--- src/hw/rtl/xlce_pkg.sv ---
// Shared constants, codes and controller/datapath interface types of the list cursor editor.
package xlce_pkg;

  localparam int NODE_COUNT = 4096;
  localparam int IDX_W      = $clog2(NODE_COUNT);
  localparam int CNT_W      = $clog2(NODE_COUNT + 1);
  localparam int MAG_BITS   = 43;
  localparam int VALUE_W    = 44;

  localparam logic [63:0] LIM_64 = (64'd1 << MAG_BITS) - 64'd1;
  localparam logic signed [VALUE_W-1:0] VAL_LIM  = VALUE_W'(LIM_64);
  localparam logic signed [VALUE_W-1:0] VAL_NLIM = -VAL_LIM;

  localparam logic [IDX_W-1:0] LEFT_SENT  = IDX_W'(0);
  localparam logic [IDX_W-1:0] RIGHT_SENT = IDX_W'(1);

  localparam logic [2:0] REQ_LEFT   = 3'd0;
  localparam logic [2:0] REQ_RIGHT  = 3'd1;
  localparam logic [2:0] REQ_SET    = 3'd2;
  localparam logic [2:0] REQ_INSERT = 3'd3;
  localparam logic [2:0] REQ_DELETE = 3'd4;
  localparam logic [2:0] REQ_READ   = 3'd5;

  localparam logic [1:0] ST_DONE = 2'd0;
  localparam logic [1:0] ST_FULL = 2'd1;
  localparam logic [1:0] ST_SENT = 2'd2;

  typedef enum logic [1:0] {
    RS_CUR, RS_PREV, RS_FREE, RS_NEXT
  } rsel_t;

  typedef enum logic [2:0] {
    WS_INS_NEW, WS_INS_CUR, WS_INS_PREV, WS_DEL_PREV, WS_DEL_NEXT, WS_DEL_CUR
  } wsel_t;

  typedef enum logic [1:0] {
    VW_SET, VW_INS, VW_DEL
  } vsel_t;

  typedef enum logic [2:0] {
    UP_NONE, UP_LEFT, UP_RIGHT, UP_INS, UP_DEL
  } upd_t;

  typedef struct packed {
    logic       cap_in;
    logic       link_rd;
    rsel_t      rd_sel;
    logic       ld_cur;
    logic       ld_a;
    logic       ld_b;
    logic       link_wr;
    wsel_t      wr_sel;
    logic       val_wr;
    vsel_t      vw_sel;
    upd_t       upd;
    logic       status_ld;
    logic [1:0] status_code;
    logic       val_rd;
    logic       out_ld;
  } cmd_t;

  typedef struct packed {
    logic [2:0] req;
    logic       cur_left;
    logic       cur_right;
    logic       free_nonempty;
    logic       mem_full;
  } stat_t;

endpackage

--- src/hw/rtl/xlce_ctrl.sv ---
// Request sequencer of the list cursor editor: one-hot state machine and output valid.
module xlce_ctrl import xlce_pkg::*; (
  input  logic  clk,
  input  logic  rst_n,
  input  logic  in_valid,
  output logic  in_ready,
  output logic  out_valid,
  input  logic  out_ready,
  input  stat_t stat,
  output cmd_t  cmd
);

  typedef enum logic [9:0] {
    S_IDLE = 10'b0000000001,
    S_RDC  = 10'b0000000010,
    S_CHK  = 10'b0000000100,
    S_RDA  = 10'b0000001000,
    S_RDB  = 10'b0000010000,
    S_WR1  = 10'b0000100000,
    S_WR2  = 10'b0001000000,
    S_WR3  = 10'b0010000000,
    S_VRD  = 10'b0100000000,
    S_OUT  = 10'b1000000000
  } state_t;

  state_t state_r, state_nxt;
  logic   out_valid_r, out_valid_nxt;
  logic   is_ins;

  assign in_ready  = (state_r == S_IDLE);
  assign out_valid = out_valid_r;
  assign is_ins    = (stat.req == REQ_INSERT);

  always_comb begin
    state_nxt     = state_r;
    cmd           = '0;
    cmd.rd_sel    = RS_CUR;
    cmd.wr_sel    = WS_INS_NEW;
    cmd.vw_sel    = VW_SET;
    cmd.upd       = UP_NONE;
    cmd.status_code = ST_DONE;
    out_valid_nxt = out_valid_r && !out_ready;
    unique case (state_r)
      S_IDLE: begin
        if (in_valid) begin
          cmd.cap_in = 1'b1;
          state_nxt  = S_RDC;
        end
      end
      S_RDC: begin
        cmd.link_rd = 1'b1;
        cmd.rd_sel  = RS_CUR;
        state_nxt   = S_CHK;
      end
      S_CHK: begin
        cmd.ld_cur    = 1'b1;
        cmd.status_ld = 1'b1;
        state_nxt     = S_VRD;
        unique case (stat.req)
          REQ_LEFT: begin
            if (stat.cur_left) cmd.status_code = ST_SENT;
            else cmd.upd = UP_LEFT;
          end
          REQ_RIGHT: begin
            if (stat.cur_right) cmd.status_code = ST_SENT;
            else cmd.upd = UP_RIGHT;
          end
          REQ_SET: begin
            if (stat.cur_left || stat.cur_right) cmd.status_code = ST_SENT;
            else begin
              cmd.val_wr = 1'b1;
              cmd.vw_sel = VW_SET;
            end
          end
          REQ_INSERT: begin
            if (stat.cur_left) cmd.status_code = ST_SENT;
            else if (stat.mem_full) cmd.status_code = ST_FULL;
            else begin
              cmd.link_rd = 1'b1;
              cmd.rd_sel  = RS_PREV;
              state_nxt   = S_RDA;
            end
          end
          REQ_DELETE: begin
            if (stat.cur_left || stat.cur_right) cmd.status_code = ST_SENT;
            else begin
              cmd.link_rd = 1'b1;
              cmd.rd_sel  = RS_PREV;
              state_nxt   = S_RDA;
            end
          end
          default: ;
        endcase
      end
      S_RDA: begin
        cmd.ld_a = 1'b1;
        if (is_ins) begin
          if (stat.free_nonempty) begin
            cmd.link_rd = 1'b1;
            cmd.rd_sel  = RS_FREE;
            state_nxt   = S_RDB;
          end else begin
            state_nxt = S_WR1;
          end
        end else begin
          cmd.link_rd = 1'b1;
          cmd.rd_sel  = RS_NEXT;
          state_nxt   = S_RDB;
        end
      end
      S_RDB: begin
        cmd.ld_b  = 1'b1;
        state_nxt = S_WR1;
      end
      S_WR1: begin
        cmd.link_wr = 1'b1;
        cmd.val_wr  = 1'b1;
        cmd.wr_sel  = is_ins ? WS_INS_NEW : WS_DEL_PREV;
        cmd.vw_sel  = is_ins ? VW_INS : VW_DEL;
        state_nxt   = S_WR2;
      end
      S_WR2: begin
        cmd.link_wr = 1'b1;
        cmd.wr_sel  = is_ins ? WS_INS_CUR : WS_DEL_NEXT;
        state_nxt   = S_WR3;
      end
      S_WR3: begin
        cmd.link_wr = 1'b1;
        cmd.wr_sel  = is_ins ? WS_INS_PREV : WS_DEL_CUR;
        cmd.upd     = is_ins ? UP_INS : UP_DEL;
        state_nxt   = S_VRD;
      end
      S_VRD: begin
        cmd.val_rd = 1'b1;
        state_nxt  = S_OUT;
      end
      S_OUT: begin
        if (!out_valid_r || out_ready) begin
          cmd.out_ld    = 1'b1;
          out_valid_nxt = 1'b1;
          state_nxt     = S_IDLE;
        end
      end
      default: state_nxt = S_IDLE;
    endcase
  end

  always_ff @(posedge clk) begin
    if (!rst_n) begin
      state_r     <= S_IDLE;
      out_valid_r <= 1'b0;
    end else begin
      state_r     <= state_nxt;
      out_valid_r <= out_valid_nxt;
    end
  end

endmodule

--- config.mk ---
export PLATFORM = sky130hd
export DESIGN_NAME = xlce_ctrl
export DESIGN_NICKNAME = d
export VERILOG_FILES = /design/src/hw/rtl/xlce_pkg.sv /design/src/hw/rtl/xlce_ctrl.sv
export SDC_FILE = /design/constraint.sdc
export NUM_CORES = 1
export LEC_CHECK = 0
export ABC_AREA = 1
export BUFFER_PORTS_ARGS = -buffer_cell sky130_fd_sc_hd__buf_4
export CAP_MARGIN = 20
export CORE_UTILIZATION = 49
export CTS_CLUSTER_DIAMETER = 100
export DETAILED_ROUTE_END_ITERATION = 16
export GPL_ROUTABILITY_DRIVEN = 0
export PLACE_DENSITY = 0.79
export REMOVE_ABC_BUFFERS = 1
export SYNTH_ARGS = -nofsm -noshare
export SYNTH_HDL_FRONTEND = slang
export SYNTH_SLANG_ARGS = --single-unit
--- constraint.sdc ---
create_clock -name clk -period 1.3 [get_ports clk]
set_input_delay 0.065 -clock clk [delete_from_list [all_inputs] [get_ports clk]]
set_output_delay 0.065 -clock clk [all_outputs]
set_load 0.05 [all_outputs]
==> impl_metrics.tcl, run 1 <==
set metrics [dict create \
    syn_area_um2 974.7 \
    worst-ep-kind "top-level output" \
    hpwlAfterDp_mm 2.170 \
    cts_root_buffer "clkbuf_4" \
    syn_inst 146 \
    rows 15 \
    lastStage "global routing" \
    ios 35 \
    holdBufCountCts 0 \
    fp.dieH_um 46.60 \
    outcome "stopped before the end" \
    grt_max_degree 9 \
    ctsHtreeMaxLevel 1 \
    numCtsBuffers 3 \
    error "[ERROR DPL-0038] Utilization greater than 100%, impossible to legalize" \
    die_w_um 46.60 \
    crit_endpoint "cmd[6]" \
    synth_seq_cells 11 \
    yosysWarnings 0 \
    syn_avg_cell_area_um2 6.676 \
    clockBufferDepth 2 \
    synth_cell_types 26 \
    cts.sinks 11 \
    portBuffers 34 \
    initial_utilization 0.5410 \
    post-place-cells 219 \
    synth.yosys.seq_area_share 0.2259 \
]
## cells in the mapped netlist (all sizes together)
cell type | count | area [um^2]
nand3 | 18 | 122.6
o21a | 1 | 7.510
or2 | 1 | 6.260
a21oi | 4 | 20.02
nor4 | 2 | 18.77
nor3 | 4 | 30.03
nand3b | 3 | 22.52
nor3b | 1 | 12.51
dfxtp | 11 | 220.2
o31ai | 2 | 15.01
buf | 1 | 7.510
o21ai | 6 | 33.78
nor2 | 33 | 201.5
nand2 | 28 | 140.1
inv | 31 | 116.4
## per-stage QoR
| stage | worst slack, ns | hold WS [ns] | instance area (um^2) | TNS, ns |
|---|---|---|---|---|
| after CTS | -0.2882 | 0.03043 | 1694 | -5.760 |
| after detailed placement | -0.05601 | 0.3092 | 1379 | -0.1507 |
| after global placement | -0.02948 | 0.3099 | 1379 | -0.03183 |
| after floorplan | -0.9809 | 0.1908 | 967.2 | -6.860 |
## what timing repair did
item	in CTS
pin swaps	16
gates resized for setup	65
setup buffers	10
setup endpoints to repair	24
## cells by family after synthesis
kind of cell	Yosys count	synth area share
flip-flops	11	0.2259
AO/OA/AOI/OAI	13	0.07830
AND/OR/NAND/NOR	90	0.5687
buffers and inverters	32	0.1271
==> run 2, diff against run 1 <==
--- a/config.mk
+++ b/config.mk
@@ -8,11 +8,11 @@
 export ABC_AREA = 1
 export BUFFER_PORTS_ARGS = -buffer_cell sky130_fd_sc_hd__buf_4
 export CAP_MARGIN = 20
-export CORE_UTILIZATION = 49
-export CTS_CLUSTER_DIAMETER = 100
+export CORE_AREA = 2 2 63 65
 export DETAILED_ROUTE_END_ITERATION = 16
+export DIE_AREA = 0 0 65 67
 export GPL_ROUTABILITY_DRIVEN = 0
-export PLACE_DENSITY = 0.79
+export PLACE_DENSITY_LB_ADDON = 0.15
 export REMOVE_ABC_BUFFERS = 1
 export SYNTH_ARGS = -nofsm -noshare
 export SYNTH_HDL_FRONTEND = slang
==> run 2 against run 1 <==
The flow now finishes, with violations (negative setup slack); area after synthesis is the same; synthesized cell count is the same.
==> impl_metrics.tcl, run 2 <==
set metrics [dict create \
    ctsHtreeMaxLevel 1 \
    path_cells "nor2_4 -> nand2_4 -> inv_6 -> nand3_4 -> inv_4 -> nand2_4 -> nand3b_1 -> buf_6" \
    drt_first_iter_violations 36 \
    worst-path-buf-inv 3 \
    gr-usage-met3 0.01182 \
    syn_area_um2 974.7 \
    hp-class "in -> reg" \
    cp_max_fo 8 \
    drt_pass1_iterations 4 \
    p_switching_mw 0.3661 \
    largest_reg_flops 10 \
    fin_crit_sh 1.226 \
    p_sw_frac 0.3288 \
    cts_tree "done" \
    cp_slowest_cell "dfxtp_2" \
    synth_seq_cells 11 \
    syn_avg_cell_area_um2 6.676 \
    antenna_left 0 \
    finalSetupViolations 31 \
    relSlewSlack 0.7698 \
    worstSetupStartpointType "flop" \
    outcome "complete, but fails checks" \
    clk_latency_ns 0.24 \
    clock.fmax_mhz 627.3 \
    critPathArrivalTime_ns 1.53 \
    grt_max_degree 9 \
    skew_ns 0.005248 \
    fp.dieH_um 67 \
    vias_per_cell 4.461 \
    p_leak_nw 0.9849 \
    timing.final.ws_setup_ns -0.2941 \
    gr-usage-all-layers 0.1588 \
    die-area_mm2 0.004355 \
    final_common_cell "buf_4" \
    die_w_um 65 \
    clkTransAtPathRegs_ns 0.05 \
    regMostFlops "state_r" \
    async_flop_share 0 \
    vdd_drop_max_mv 0.3140 \
    synthFlopType "dfxtp_1" \
    utilization 0.5524 \
    critPathTopFamily "simple AND/OR/NAND/NOR gates" \
    crit_path_end_kind "output port" \
    portBuffers 34 \
    wl_mm 3.200 \
    areaGrowthSynthToFinish_pct 104.4 \
    clkPwrFrac 0.313 \
    core_area_mm2 0.003606 \
    post-place-cells 250 \
    cts.sinks 11 \
    wl_per_cell_um 11.81 \
    synthXorXnorAreaFrac 0 \
    synth_cell_types 26 \
    final_max_slew_viol_count 0 \
    gr-max-usage-layer "met2" \
    ios 35 \
    syn_inst 146 \
    synth_compound_area_frac 0.07831 \
    slowest_delay_ns 0.33 \
    design_area_mm2 0.001992 \
    grtUsageMet1 0.1935 \
    synth.yosys.seq_area_share 0.2259 \
    holdBufCountCts 0 \
    synth_top_family_by_area "simple AND/OR/NAND/NOR gates" \
    nets 235 \
    initial_utilization 0.2703 \
    p_comb_frac 0.367 \
    first_global_vias 1228 \
    cp.required_ns 1.24 \
    synth_top_cell_area_share 0.2259 \
    p_per_area_mw_per_mm2 559.0 \
    cap_viol_max_count 0 \
    synthMuxAreaShare 0 \
    clockBufferDepth 2 \
    grt_antenna_before_repair 0 \
    place_area_mm2 0.001455 \
    seq_power_share 0.319 \
    p_int_mw 0.7474 \
    numCtsBuffers 3 \
    synth.top_cells.by_area "dfxtp_1 (23%), nor2_4 (12%), inv_1 (9.6%)" \
    ys_top_cells_by_count "inv_1 (25), nor2_1 (22), nand2_1 (20)" \
    tightest_slew_ns 0.3441 \
    via_count 1209 \
    cpMostUsedCell "nand2_4" \
    drive_gt1_frac 0.6906 \
    crit_type "reg -> out" \
    violations "negative setup slack" \
    synth_top_area_cell "dfxtp_1" \
    use_met2 0.2861 \
    synth-edff-count 0 \
    rsz0062_at_grt "yes" \
    grt_overflow 0 \
    n_antenna_cell 0 \
    fin_crit_ns 1.594 \
    cts_root_buffer "clkbuf_8" \
    hold_viol_final 0 \
    rows 22 \
    drc 0 \
    final_cell_mix "buf_4 (43), buf_6 (20), inv_1 (18)" \
    synth_simple_gate_area_frac 0.5687 \
    hpwlAfterDp_mm 2.376 \
    yosysWarnings 0 \
    yosysMostFrequentCell "inv_1" \
    grt_pass1_wl_mm 5.416 \
    synth_fa_ha_area_frac 0 \
    final_cell_count_no_fill 271 \
]
-- run 2: cell counts after synthesis --
No cell type changed its count.
-- run 2: kinds of logic (layout without fill, tap and decap cells) --
group,after synthesis,in the layout
AND/OR/NAND/NOR,90,90
buffers and inverters,32,109
AO/OA/AOI/OAI,13,13
flip-flops,11,11
-- run 2: routing by layer --
layer	vias up	part of all wire
met5	-	0
met4	0	0.023
met3	8	0.031
met2	33	0.52
met1	554	0.42
li1	614	-
-- run 2: final timing paths --
| path | from | end | slack (ns) | depth (start not counted) |
|---|---|---|---|---|
| worst max-delay path | state_r[4] | cmd[20] | -0.29 | 8 |
| worst min-delay path | rst_n | state_r[6] | 0.08 | 3 |
| worst max register to register | state_r[4] | state_r[5] | -0.17 | 9 |
| worst min register to register | out_valid | out_valid | 0.61 | 4 |
-- run 2: power groups by stage --
stage | combinational, mW | sequential [mW] | clock (mW)
finish | 0.409 | 0.356 | 0.349
global route | 0.441 | 0.356 | 0.387
CTS | 0.380 | 0.354 | 0.360
detailed placement | 0.289 | 0.361 | 0
global placement | 0.287 | 0.360 | 0
floorplan | 0.181 | 0.359 | 0
-- run 2: worst min-delay path: stages --
cell and delay, ns:
buf_4 0.11, nand3_1 0.07, inv_1 0.05
-- run 2: per-stage QoR --
step	setup TNS, ns	hold slack (ns)	power [mW]	setup slack (ns)
2_1_floorplan	-6.860	0.1908	0.5406	-0.9809
3_3_place_gp	-0.2771	0.3192	0.6469	-0.08716
3_5_place_dp	-0.3486	0.3227	0.6494	-0.09817
4_1_cts	-5.151	0.07783	1.094	-0.2582
5_1_grt	-8.765	0.09202	1.185	-0.3765
6_report	-6.062	0.07956	1.114	-0.2941
-- run 2: repair_timing --
action | CTS | global route
pin swaps | 19 | 10
buffers inserted | 10 | 7
gates cloned | 0 | 0
gates resized for setup | 78 | 26
setup endpoints to repair | 24 | 33
-- run 2: final cells by class --
cell class                      count  area, um^2
Clock buffer                        4       45.04
Fill cell                         335        1614
Inverter                           31       128.9
Multi-Input combinational cell    103       813.3
Sequential cell                    11       231.5
Tap cell                           48       60.06
Timing Repair Buffer               74       713.2
Power figures use the tool's default switching activity.
